$ cat src/design/bff_pkg.sv
// ----------------------------------------------------------------------------
// bff_pkg
// Shared types and constants of the bitmap find-first-zero block.
// ----------------------------------------------------------------------------
package bff_pkg;

  // field widths
  localparam int IDX_W  = 10;
  localparam int CMD_W  = 2;

  // largest map that the 10-bit index can address
  localparam int MAX_BITS = 1 << IDX_W;

  // default map size
  localparam int BITS_DEF = 1024;

  // storage word of the flag memory
  localparam int WORD_W   = 64;
  localparam int WORD_LSB = $clog2(WORD_W);

  // command codes
  localparam logic [CMD_W-1:0] CMD_READ  = 2'd0;
  localparam logic [CMD_W-1:0] CMD_WRITE = 2'd1;
  localparam logic [CMD_W-1:0] CMD_CLEAR = 2'd2;

  // controller states
  typedef enum logic [3:0] {
    S_IDLE = 4'b0001,
    S_RMW  = 4'b0010,
    S_SCAN = 4'b0100,
    S_FIND = 4'b1000
  } state_t;

  // commands from controller to datapath
  typedef struct packed {
    logic capture;  // take the item and read its word
    logic update;   // modify word and summary bits
    logic scan;     // pick first non-full word and read it
    logic finish;   // load the result register
  } ctrl_t;

  // status from datapath to controller
  typedef struct packed {
    logic out_free;  // result register can take a new item
  } status_t;

endpackage

$ cat src/design/bff_if.sv
// ----------------------------------------------------------------------------
// bff_in_if / bff_out_if
// Valid/ready channels carrying command items and result items.
// ----------------------------------------------------------------------------
interface bff_in_if import bff_pkg::*; ();
  logic             valid;
  logic             ready;
  logic [CMD_W-1:0] cmd;
  logic [IDX_W-1:0] bit_index;
  logic             write_value;

  modport source (output valid, output cmd, output bit_index, output write_value,
                  input ready);
  modport sink   (input valid, input cmd, input bit_index, input write_value,
                  output ready);
endinterface

interface bff_out_if import bff_pkg::*; ();
  logic             valid;
  logic             ready;
  logic             bit_value;
  logic             index_valid;
  logic [IDX_W-1:0] first_zero_index;
  logic             zero_found;
  logic             all_clear;

  modport source (output valid, output bit_value, output index_valid,
                  output first_zero_index, output zero_found, output all_clear,
                  input ready);
  modport sink   (input valid, input bit_value, input index_valid,
                  input first_zero_index, input zero_found, input all_clear,
                  output ready);
endinterface

$ cat src/design/bff_ctrl.sv
// ----------------------------------------------------------------------------
// bff_ctrl
// Sequencer: accept, read-modify-write, word scan, bit search and result.
// ----------------------------------------------------------------------------
module bff_ctrl import bff_pkg::*; (
  input  logic    clk,
  input  logic    rst_n,
  input  logic    in_valid,
  output logic    in_ready,
  input  status_t stat,
  output ctrl_t   ctrl
);

  state_t state_r, state_nxt;

  // next state and commands
  always_comb begin
    state_nxt = state_r;
    ctrl      = '0;
    in_ready  = 1'b0;
    unique case (state_r)
      S_IDLE: begin
        in_ready = 1'b1;
        if (in_valid) begin
          ctrl.capture = 1'b1;
          state_nxt    = S_RMW;
        end
      end
      S_RMW: begin
        ctrl.update = 1'b1;
        state_nxt   = S_SCAN;
      end
      S_SCAN: begin
        ctrl.scan = 1'b1;
        state_nxt = S_FIND;
      end
      S_FIND: begin
        if (stat.out_free) begin
          ctrl.finish = 1'b1;
          state_nxt   = S_IDLE;
        end
      end
      default: begin
        state_nxt = S_IDLE;
      end
    endcase
  end

  // state register
  always_ff @(posedge clk) begin
    if (!rst_n) begin
      state_r <= S_IDLE;
    end else begin
      state_r <= state_nxt;
    end
  end

endmodule

$ cat src/design/bff_dpath.sv
// ----------------------------------------------------------------------------
// bff_dpath
// Flag memory of 64-bit words with per-word valid, full and nonzero bits,
// first-zero search and the result register.
// ----------------------------------------------------------------------------
module bff_dpath import bff_pkg::*; #(
  parameter int BITS = BITS_DEF
) (
  input  logic             clk,
  input  logic             rst_n,
  input  ctrl_t            ctrl,
  output status_t          stat,
  input  logic [CMD_W-1:0] in_cmd,
  input  logic [IDX_W-1:0] in_bit_index,
  input  logic             in_write_value,
  bff_out_if.source        out_ch
);

  // only indices below MAX_BITS can ever be set
  localparam int EFF_BITS  = (BITS > MAX_BITS) ? MAX_BITS : BITS;
  localparam int NWORDS    = (EFF_BITS + WORD_W - 1) / WORD_W;
  localparam int WA        = (NWORDS > 1) ? $clog2(NWORDS) : 1;
  localparam int CW        = WA + WORD_LSB + 1;
  localparam int EW        = $clog2(MAX_BITS) + 1;
  localparam logic TAIL_ZERO = (BITS > MAX_BITS);

  // flag memory and summary bits
  logic [WORD_W-1:0] mem [NWORDS];
  logic [NWORDS-1:0] wvalid_r, full_r, nz_r;

  // item registers
  logic [CMD_W-1:0]    cmd_r;
  logic [IDX_W-1:0]    idx_r;
  logic                val_r;
  logic                idx_ok_r;
  logic [WORD_W-1:0]   rd_word_r;
  logic                rd_wv_r;
  logic                bitv_r;
  logic [WA-1:0]       fw_r;
  logic                any_nf_r;
  logic                all_clear_r;

  // result register
  logic                out_valid_r;
  logic                out_bitv_r, out_ok_r, out_found_r, out_clear_r;
  logic [IDX_W-1:0]    out_first_r;

  // misc nets
  logic [WA-1:0]       in_wa, wa, fw_nxt, rd_addr;
  logic                any_nf_nxt;
  logic [WORD_LSB-1:0] bpos, zpos;
  logic [WORD_W-1:0]   cur_word, upd_word, find_word, find_ext, upd_exist, fw_exist;
  logic                do_write, bitv_nxt, idx_ok_in;

  // mask of bits of word w that lie below the map size
  function automatic logic [WORD_W-1:0] exist_mask(input logic [WA-1:0] w);
    logic [WORD_W-1:0] m;
    logic [CW-1:0]     pos;
    m = '0;
    for (int j = 0; j < WORD_W; j++) begin
      pos  = {1'b0, w, WORD_LSB'(j)};
      m[j] = (pos < CW'(EFF_BITS));
    end
    return m;
  endfunction

  assign in_wa     = in_bit_index[WORD_LSB +: WA];
  assign wa        = idx_r[WORD_LSB +: WA];
  assign bpos      = idx_r[WORD_LSB-1:0];
  assign idx_ok_in = ({1'b0, in_bit_index} < EW'(EFF_BITS));

  // read-modify-write of the addressed word
  assign cur_word  = rd_wv_r ? rd_word_r : '0;
  assign do_write  = (cmd_r == CMD_WRITE) && idx_ok_r;
  assign upd_exist = exist_mask(wa);
  always_comb begin
    upd_word = cur_word;
    if (do_write) begin
      upd_word[bpos] = val_r;
    end
  end
  assign bitv_nxt = (cmd_r == CMD_CLEAR) ? 1'b0 : (idx_ok_r & upd_word[bpos]);

  // lowest word that still has a zero
  always_comb begin
    fw_nxt     = '0;
    any_nf_nxt = 1'b0;
    for (int i = NWORDS - 1; i >= 0; i--) begin
      if (!full_r[i]) begin
        fw_nxt     = WA'(i);
        any_nf_nxt = 1'b1;
      end
    end
  end

  // lowest zero bit of the selected word
  assign fw_exist  = exist_mask(fw_r);
  assign find_word = rd_wv_r ? rd_word_r : '0;
  assign find_ext  = find_word | ~fw_exist;
  always_comb begin
    zpos = '0;
    for (int j = WORD_W - 1; j >= 0; j--) begin
      if (!find_ext[j]) begin
        zpos = WORD_LSB'(j);
      end
    end
  end

  // memory port: one write, one registered read
  assign rd_addr = ctrl.scan ? fw_nxt : in_wa;
  always_ff @(posedge clk) begin
    if (ctrl.update && do_write) begin
      mem[wa] <= upd_word;
    end
    if (ctrl.capture || ctrl.scan) begin
      rd_word_r <= mem[rd_addr];
    end
  end

  // summary bits
  always_ff @(posedge clk) begin
    if (!rst_n) begin
      wvalid_r <= '0;
      full_r   <= '0;
      nz_r     <= '0;
    end else if (ctrl.update) begin
      if (cmd_r == CMD_CLEAR) begin
        wvalid_r <= '0;
        full_r   <= '0;
        nz_r     <= '0;
      end else if (do_write) begin
        wvalid_r[wa] <= 1'b1;
        full_r[wa]   <= &(upd_word | ~upd_exist);
        nz_r[wa]     <= |upd_word;
      end
    end
  end

  // item payload registers
  always_ff @(posedge clk) begin
    if (ctrl.capture) begin
      cmd_r    <= in_cmd;
      idx_r    <= in_bit_index;
      val_r    <= in_write_value;
      idx_ok_r <= idx_ok_in;
      rd_wv_r  <= wvalid_r[in_wa];
    end
    if (ctrl.update) begin
      bitv_r <= bitv_nxt;
    end
    if (ctrl.scan) begin
      fw_r        <= fw_nxt;
      any_nf_r    <= any_nf_nxt;
      all_clear_r <= ~|nz_r;
      rd_wv_r     <= wvalid_r[fw_nxt];
    end
  end

  // result valid
  always_ff @(posedge clk) begin
    if (!rst_n) begin
      out_valid_r <= 1'b0;
    end else if (ctrl.finish) begin
      out_valid_r <= 1'b1;
    end else if (out_ch.ready) begin
      out_valid_r <= 1'b0;
    end
  end

  // result payload
  always_ff @(posedge clk) begin
    if (ctrl.finish) begin
      out_bitv_r  <= bitv_r;
      out_ok_r    <= idx_ok_r;
      out_clear_r <= all_clear_r;
      out_found_r <= any_nf_r | TAIL_ZERO;
      out_first_r <= any_nf_r ? IDX_W'({fw_r, zpos}) : '0;
    end
  end

  assign stat.out_free = !out_valid_r || out_ch.ready;

  assign out_ch.valid            = out_valid_r;
  assign out_ch.bit_value        = out_bitv_r;
  assign out_ch.index_valid      = out_ok_r;
  assign out_ch.first_zero_index = out_first_r;
  assign out_ch.zero_found       = out_found_r;
  assign out_ch.all_clear        = out_clear_r;

endmodule

$ cat src/design/bitmap_find_first_zero_core.sv
// ----------------------------------------------------------------------------
// bitmap_find_first_zero_core
// Bitmap of BITS flags with read, write and clear commands and a
// first-zero search after every command.
// ----------------------------------------------------------------------------
// usage:
//   in_ch  carries one command item: cmd (read, write, clear map),
//          bit_index and write_value; taken when valid and ready are high
//   out_ch carries one result item per command: addressed bit after the
//          command, index range flag, lowest zero index, zero found flag
//          and all-clear flag
//   sequence: an item passes the four sequencer steps in order, read of the
//          addressed word, its update, read of the first word that holds a
//          zero and result load; the next item is taken only after the load
//   flags live in 64-bit words with per-word valid, full and nonzero bits,
//          so reset and the clear command only reset the summary bits
//   reset: all flags read as zero, no result pending
//   stall: a result waits in the output register; the next item is still
//          taken and worked on, and its search holds until the register
//          frees up
// ----------------------------------------------------------------------------
module bitmap_find_first_zero_core import bff_pkg::*; #(
  parameter int BITS = BITS_DEF
) (
  input  logic      clk,
  input  logic      rst_n,
  bff_in_if.sink    in_ch,
  bff_out_if.source out_ch
);

  ctrl_t   ctrl;
  status_t stat;
  logic    in_ready;

  assign in_ch.ready = in_ready;

  // sequencer
  bff_ctrl u_ctrl (
    .clk      (clk),
    .rst_n    (rst_n),
    .in_valid (in_ch.valid),
    .in_ready (in_ready),
    .stat     (stat),
    .ctrl     (ctrl)
  );

  // memory, summary bits and search
  bff_dpath #(
    .BITS (BITS)
  ) u_dpath (
    .clk            (clk),
    .rst_n          (rst_n),
    .ctrl           (ctrl),
    .stat           (stat),
    .in_cmd         (in_ch.cmd),
    .in_bit_index   (in_ch.bit_index),
    .in_write_value (in_ch.write_value),
    .out_ch         (out_ch)
  );

  // one item in flight: no accept right after an accept
  a_one_item: assert property (@(posedge clk) disable iff (!rst_n)
    (in_ch.valid && in_ready) |=> !in_ready)
    else $error("item accepted while another is in work");

  // a new result only comes from the finish step
  a_out_from_finish: assert property (@(posedge clk) disable iff (!rst_n)
    $rose(out_ch.valid) |-> $past(ctrl.finish))
    else $error("result valid without finish");

  // out-of-range index reads as zero
  a_oor_zero: assert property (@(posedge clk) disable iff (!rst_n)
    (out_ch.valid && !out_ch.index_valid) |-> !out_ch.bit_value)
    else $error("out-of-range index returned a set bit");

  // a full map reports index zero
  a_full_index: assert property (@(posedge clk) disable iff (!rst_n)
    (out_ch.valid && !out_ch.zero_found) |-> (out_ch.first_zero_index == '0))
    else $error("full map with nonzero first index");

  // an all-clear map always has a zero
  a_clear_found: assert property (@(posedge clk) disable iff (!rst_n)
    (out_ch.valid && out_ch.all_clear) |-> (out_ch.zero_found &&
      out_ch.first_zero_index == '0))
    else $error("all-clear map without zero at index zero");

endmodule
$ cat src/flat_wrapper.sv
// flat-port wrapper written by rule: the top's interface ports become plain ports
module bitmap_find_first_zero_core_flat import bff_pkg::*;
#(
  parameter int BITS = BITS_DEF
)
  (clk, rst_n, in_ch_valid, in_ch_cmd, in_ch_bit_index, in_ch_write_value, in_ch_ready, out_ch_valid, out_ch_bit_value, out_ch_index_valid, out_ch_first_zero_index, out_ch_zero_found, out_ch_all_clear, out_ch_ready);
  bff_in_if in_ch_i ();
  bff_out_if out_ch_i ();
  input  logic clk;
  input  logic rst_n;
  input wire logic [$bits(in_ch_i.valid)-1:0] in_ch_valid;
  input wire logic [$bits(in_ch_i.cmd)-1:0] in_ch_cmd;
  input wire logic [$bits(in_ch_i.bit_index)-1:0] in_ch_bit_index;
  input wire logic [$bits(in_ch_i.write_value)-1:0] in_ch_write_value;
  output wire logic [$bits(in_ch_i.ready)-1:0] in_ch_ready;
  output wire logic [$bits(out_ch_i.valid)-1:0] out_ch_valid;
  output wire logic [$bits(out_ch_i.bit_value)-1:0] out_ch_bit_value;
  output wire logic [$bits(out_ch_i.index_valid)-1:0] out_ch_index_valid;
  output wire logic [$bits(out_ch_i.first_zero_index)-1:0] out_ch_first_zero_index;
  output wire logic [$bits(out_ch_i.zero_found)-1:0] out_ch_zero_found;
  output wire logic [$bits(out_ch_i.all_clear)-1:0] out_ch_all_clear;
  input wire logic [$bits(out_ch_i.ready)-1:0] out_ch_ready;
  assign in_ch_i.valid = in_ch_valid;
  assign in_ch_i.cmd = in_ch_cmd;
  assign in_ch_i.bit_index = in_ch_bit_index;
  assign in_ch_i.write_value = in_ch_write_value;
  assign in_ch_ready = in_ch_i.ready;
  assign out_ch_valid = out_ch_i.valid;
  assign out_ch_bit_value = out_ch_i.bit_value;
  assign out_ch_index_valid = out_ch_i.index_valid;
  assign out_ch_first_zero_index = out_ch_i.first_zero_index;
  assign out_ch_zero_found = out_ch_i.zero_found;
  assign out_ch_all_clear = out_ch_i.all_clear;
  assign out_ch_i.ready = out_ch_ready;
  bitmap_find_first_zero_core #(.BITS(BITS)) u_core (.clk(clk), .rst_n(rst_n), .in_ch(in_ch_i), .out_ch(out_ch_i));
endmodule
$ cat config.mk
export PLATFORM = sky130hd
export DESIGN_NAME = bitmap_find_first_zero_core_flat
export DESIGN_NICKNAME = d
export VERILOG_FILES = /design/src/design/bff_pkg.sv /design/src/design/bff_if.sv /design/src/design/bff_ctrl.sv /design/src/design/bff_dpath.sv /design/src/design/bitmap_find_first_zero_core.sv /design/src/flat_wrapper.sv
export SDC_FILE = /design/constraint.sdc
export NUM_CORES = 2
export LEC_CHECK = 0
export ABC_CLOCK_PERIOD_IN_PS = 7100
export BUFFER_PORTS_ARGS = -buffer_cell sky130_fd_sc_hd__buf_2
export CORE_MARGIN = 4
export CORE_UTILIZATION = 30
export DETAILED_ROUTE_END_ITERATION = 10
export PLACE_DENSITY = 0.46
export SYNTH_ARGS = -nofsm -noshare
export SYNTH_HDL_FRONTEND = slang
export SYNTH_SLANG_ARGS = --single-unit
$ cat constraint.sdc
create_clock -name clk -period 7.1 [get_ports clk]
set_input_delay 0.71 -clock clk [delete_from_list [all_inputs] [get_ports clk]]
set_output_delay 0.71 -clock clk [all_outputs]
set_load 0.05 [all_outputs]
==> metrics <==
layout cells sized above 1=9.67%; number of diodes=0; dpl hpwl=89100 um; area of the core=168000 um2; total gr overflow=0; max cap viols=0; Post-synth EDFFs=1122; Post-CTS Resized=0; average wire per standard cell=28.2 um; slowest stage delay, CP=0.67 ns; LEAKAGE=18.7 nW; status=finished, final reports clean; Buf/Inv on CP=1; H-tree Lvls=4; hold-critical path endpoint=u_core.u_dpath.idx_r[3]; Max IR drop VDD=0.231 mV; Slew Limit Headroom=26.4%; Unique masters post-synth=79; CTS Sinks=1175; top-count cell post-synth=edfxtp_1; worst path arrival time=5.33 ns; global-route wire length before repair=245000 um; Final Critical Period=4.71 ns; PD cells=267 nW/um2; Syn Inst Count=3825; RR Endpoint=u_core.u_dpath.nz_r[8]; synth cell count leaders=edfxtp_1 (1122), nand2_1 (384), o211ai_1 (324); worst skew pair latency=0.77 ns; asr flop ratio synth=0%; R2R cell count=10; Seq cells post-synth=1175; Detail Route Antenna Nets=0; vias per cell=5.65; Pre-antenna DRT Iters=6; DRC marker count from the first detailed-route iteration=3494; routability cong.=0.888; startpoint types=flop; Mapped Avg Cell Area=13.3 um2; Final Cycle Share=66.3%; CTS tree=built; delay-heaviest family, CP=simple AND/OR/NAND/NOR gates; die area=176000 um2; Starting Density=30.3%; Die Ht=420 um; Root Driver=clkbuf_16; Syn Nets=3844; ys flop type=edfxtp_1; WS Path Type=flop to flop; path type of the worst min-delay path=input port to flop; critical path fanouts, max=19; Final Hold Viols=0; area grow syn2layout=13.2%; Hold Slack=0.135 ns; measured slew at the worst slew-check pin=1.10 ns; initial antenna violation count=4; # nets final=3762; Ys Warns=0; clock skew=0.0393 ns; RSZ-0062 raised after global routing=no; Max Slew Vio Count=0; Total Power Consumption=15.3 mW; top cells by area, synth=edfxtp_1 (66%), o211ai_1 (4.8%), nand2_1 (2.8%), mux2i_1 (2.6%), nand3_1 (2.6%); utilization after layout=34.3%; TritonCTS Buffers=130; worst hold start=in_ch_bit_index[3]; r2r setup slk=2.39 ns; DRC Markers=0; sequential area share after synthesis=68.3%; final setup fails=0; # rows=150; Reg-to-Reg Start=u_core.u_dpath.cmd_r[1]; chip width=420 um; Reg clk slew, reported paths=0.07 ns; cts hold-fix bufs=0; total track usage=19.0%; fmax=212 MHz; Bufs on Longest Clock Path=3; slowest CP cell=nand4bb_1; Vias=34.1k; CP Cell Sequence=inv_1, ha_1, nand4bb_1, o211ai_1, nand2_1, nor4_1, nand4_1, or4_4, nand3b_4, o21ai_0; hold depth=1; WP data required=7.72 ns; vias in the first global route=33.0k; total wire length=170000 um; Setup TNS=0 ns; share of the synthesized area in the top cell type=66.2%; CP endpoint kind=flop; pin count of the biggest net entering global routing=131; post-synth top area cell=edfxtp_1; post-CTS setup buffer count=0; Port Buffers=31; Cell Area, Synth=50900 um2; # IOs=33
==> metal layers <==
metal / up-vias / share of wire [%] / track usage [%] / routed length, um
met3: 258 / 6.1 / 2.95 / 10300
met2: 1243 / 47 / 30.3 / 79200
met5: - / 0.0047 / 0 / 8
met1: 17700 / 45 / 26.6 / 76100
met4: 2 / 2.7 / 5.92 / 4670
li1: 14900 / - / - / -
==> layout make-up <==
type,count,area (um2)
fill,16300,110000
sequential,1175,34800
multi-input combinational,2153,14400
clock buffer,176,3610
tap,2204,2760
timing repair buffer,118,981
inverter,165,619
clock inverter,51,485
==> cells in the final DEF, fill, tap and decap left out, types with 15 or more instances in the layout <==
cell type,netlist,final
mux2i_1,132,132
clkbuf_1,260,37
clkbuf_16,0,138
o311ai_0,33,33
nand4_1,33,33
dfxtp_1,53,53
a21boi_0,16,16
nor4_1,24,23
edfxtp_1,1122,1122
a21oi_1,31,31
a211oi_1,128,128
a311o_1,128,128
a31oi_1,73,72
o311ai_1,31,31
inv_1,164,164
nand2_1,384,380
nor3_1,19,15
nand3_1,264,264
buf_2,34,32
nor2_1,50,36
clkinv_1,0,23
buf_4,20,72
o21ai_0,170,169
and3_1,134,134
o211ai_1,324,324
==> how the worst max path moves through the flow <==
stage / start / end / slack [ns] / cells past startpoint
after global placement: u_core.u_dpath.cmd_r[1] / u_core.u_dpath.full_r[0] / 2.31 / 10
after CTS: u_core.u_dpath.cmd_r[1] / u_core.u_dpath.full_r[6] / 2.50 / 11
final: u_core.u_dpath.cmd_r[1] / u_core.u_dpath.nz_r[8] / 2.39 / 10
after floorplan: u_core.u_ctrl.state_r[1] / u_core.u_dpath.mem[3][0] / 0.87 / 4
after global routing: u_core.u_dpath.cmd_r[1] / u_core.u_dpath.full_r[6] / 2.14 / 11
after detailed placement: u_core.u_dpath.cmd_r[1] / u_core.u_dpath.nz_r[10] / 2.58 / 10
==> report_power, final <==
group | internal [mW] | switching [mW]
clock | 3.87 | 2.75
sequential | 7.68 | 0.106
combinational | 0.249 | 0.679
total | 11.8 | 3.53
==> cells by family (layout without fill, tap and decap cells) <==
kind of cell | Yosys count | count (layout) | share of synthesized area, %
adders and majority gates | 2 | 2 | 0.0492
and+or+nand+nor | 996 | 996 | 9.87
buffers and inverters | 497 | 510 | 3.96
other | 1 | 1 | 0.00737
DFF | 1175 | 1175 | 68.3
AOI/OAI and AO/OA | 1005 | 1005 | 14.6
muxes | 149 | 149 | 3.17
==> state kept, by name, indices dropped and copies added (netlist names) <==
| register | flops |
|---|---|
| u_core.u_dpath.wvalid_r | 16 |
| u_core.u_dpath.bitv_r | 1 |
| u_core.u_dpath.all_clear_r | 1 |
| u_core.u_dpath.out_ch.all_clear | 1 |
| u_core.u_dpath.out_ch.first_zero_index | 10 |
| u_core.u_dpath.rd_word_r | 64 |
| u_core.u_ctrl.state_r | 4 |
| u_core.u_dpath.rd_wv_r | 1 |
| u_core.u_dpath.val_r | 1 |
| u_core.u_dpath.cmd_r | 2 |
| u_core.u_dpath.out_ch.zero_found | 1 |
| u_core.u_dpath.full_r | 16 |
| u_core.u_dpath.out_ch.valid | 1 |
| u_core.u_dpath.fw_r | 4 |
| u_core.u_dpath.mem | 1024 |
| u_core.u_dpath.idx_r | 10 |
| u_core.u_dpath.out_ch.bit_value | 1 |
| u_core.u_dpath.any_nf_r | 1 |
| u_core.u_dpath.nz_r | 16 |
==> through the flow <==
step / cells / instance area [um2] / setup slack, ns
after floorplan: 3825 / 50900 / 0.874
after global placement: 5814 / 53500 / 2.31
after detailed placement: 5815 / 53500 / 2.58
after CTS: 6042 / 57600 / 2.50
after global routing: 6042 / 57600 / 2.14
final: 6042 / 57600 / 2.39
Note: power is estimated with default switching activity, not from simulation.
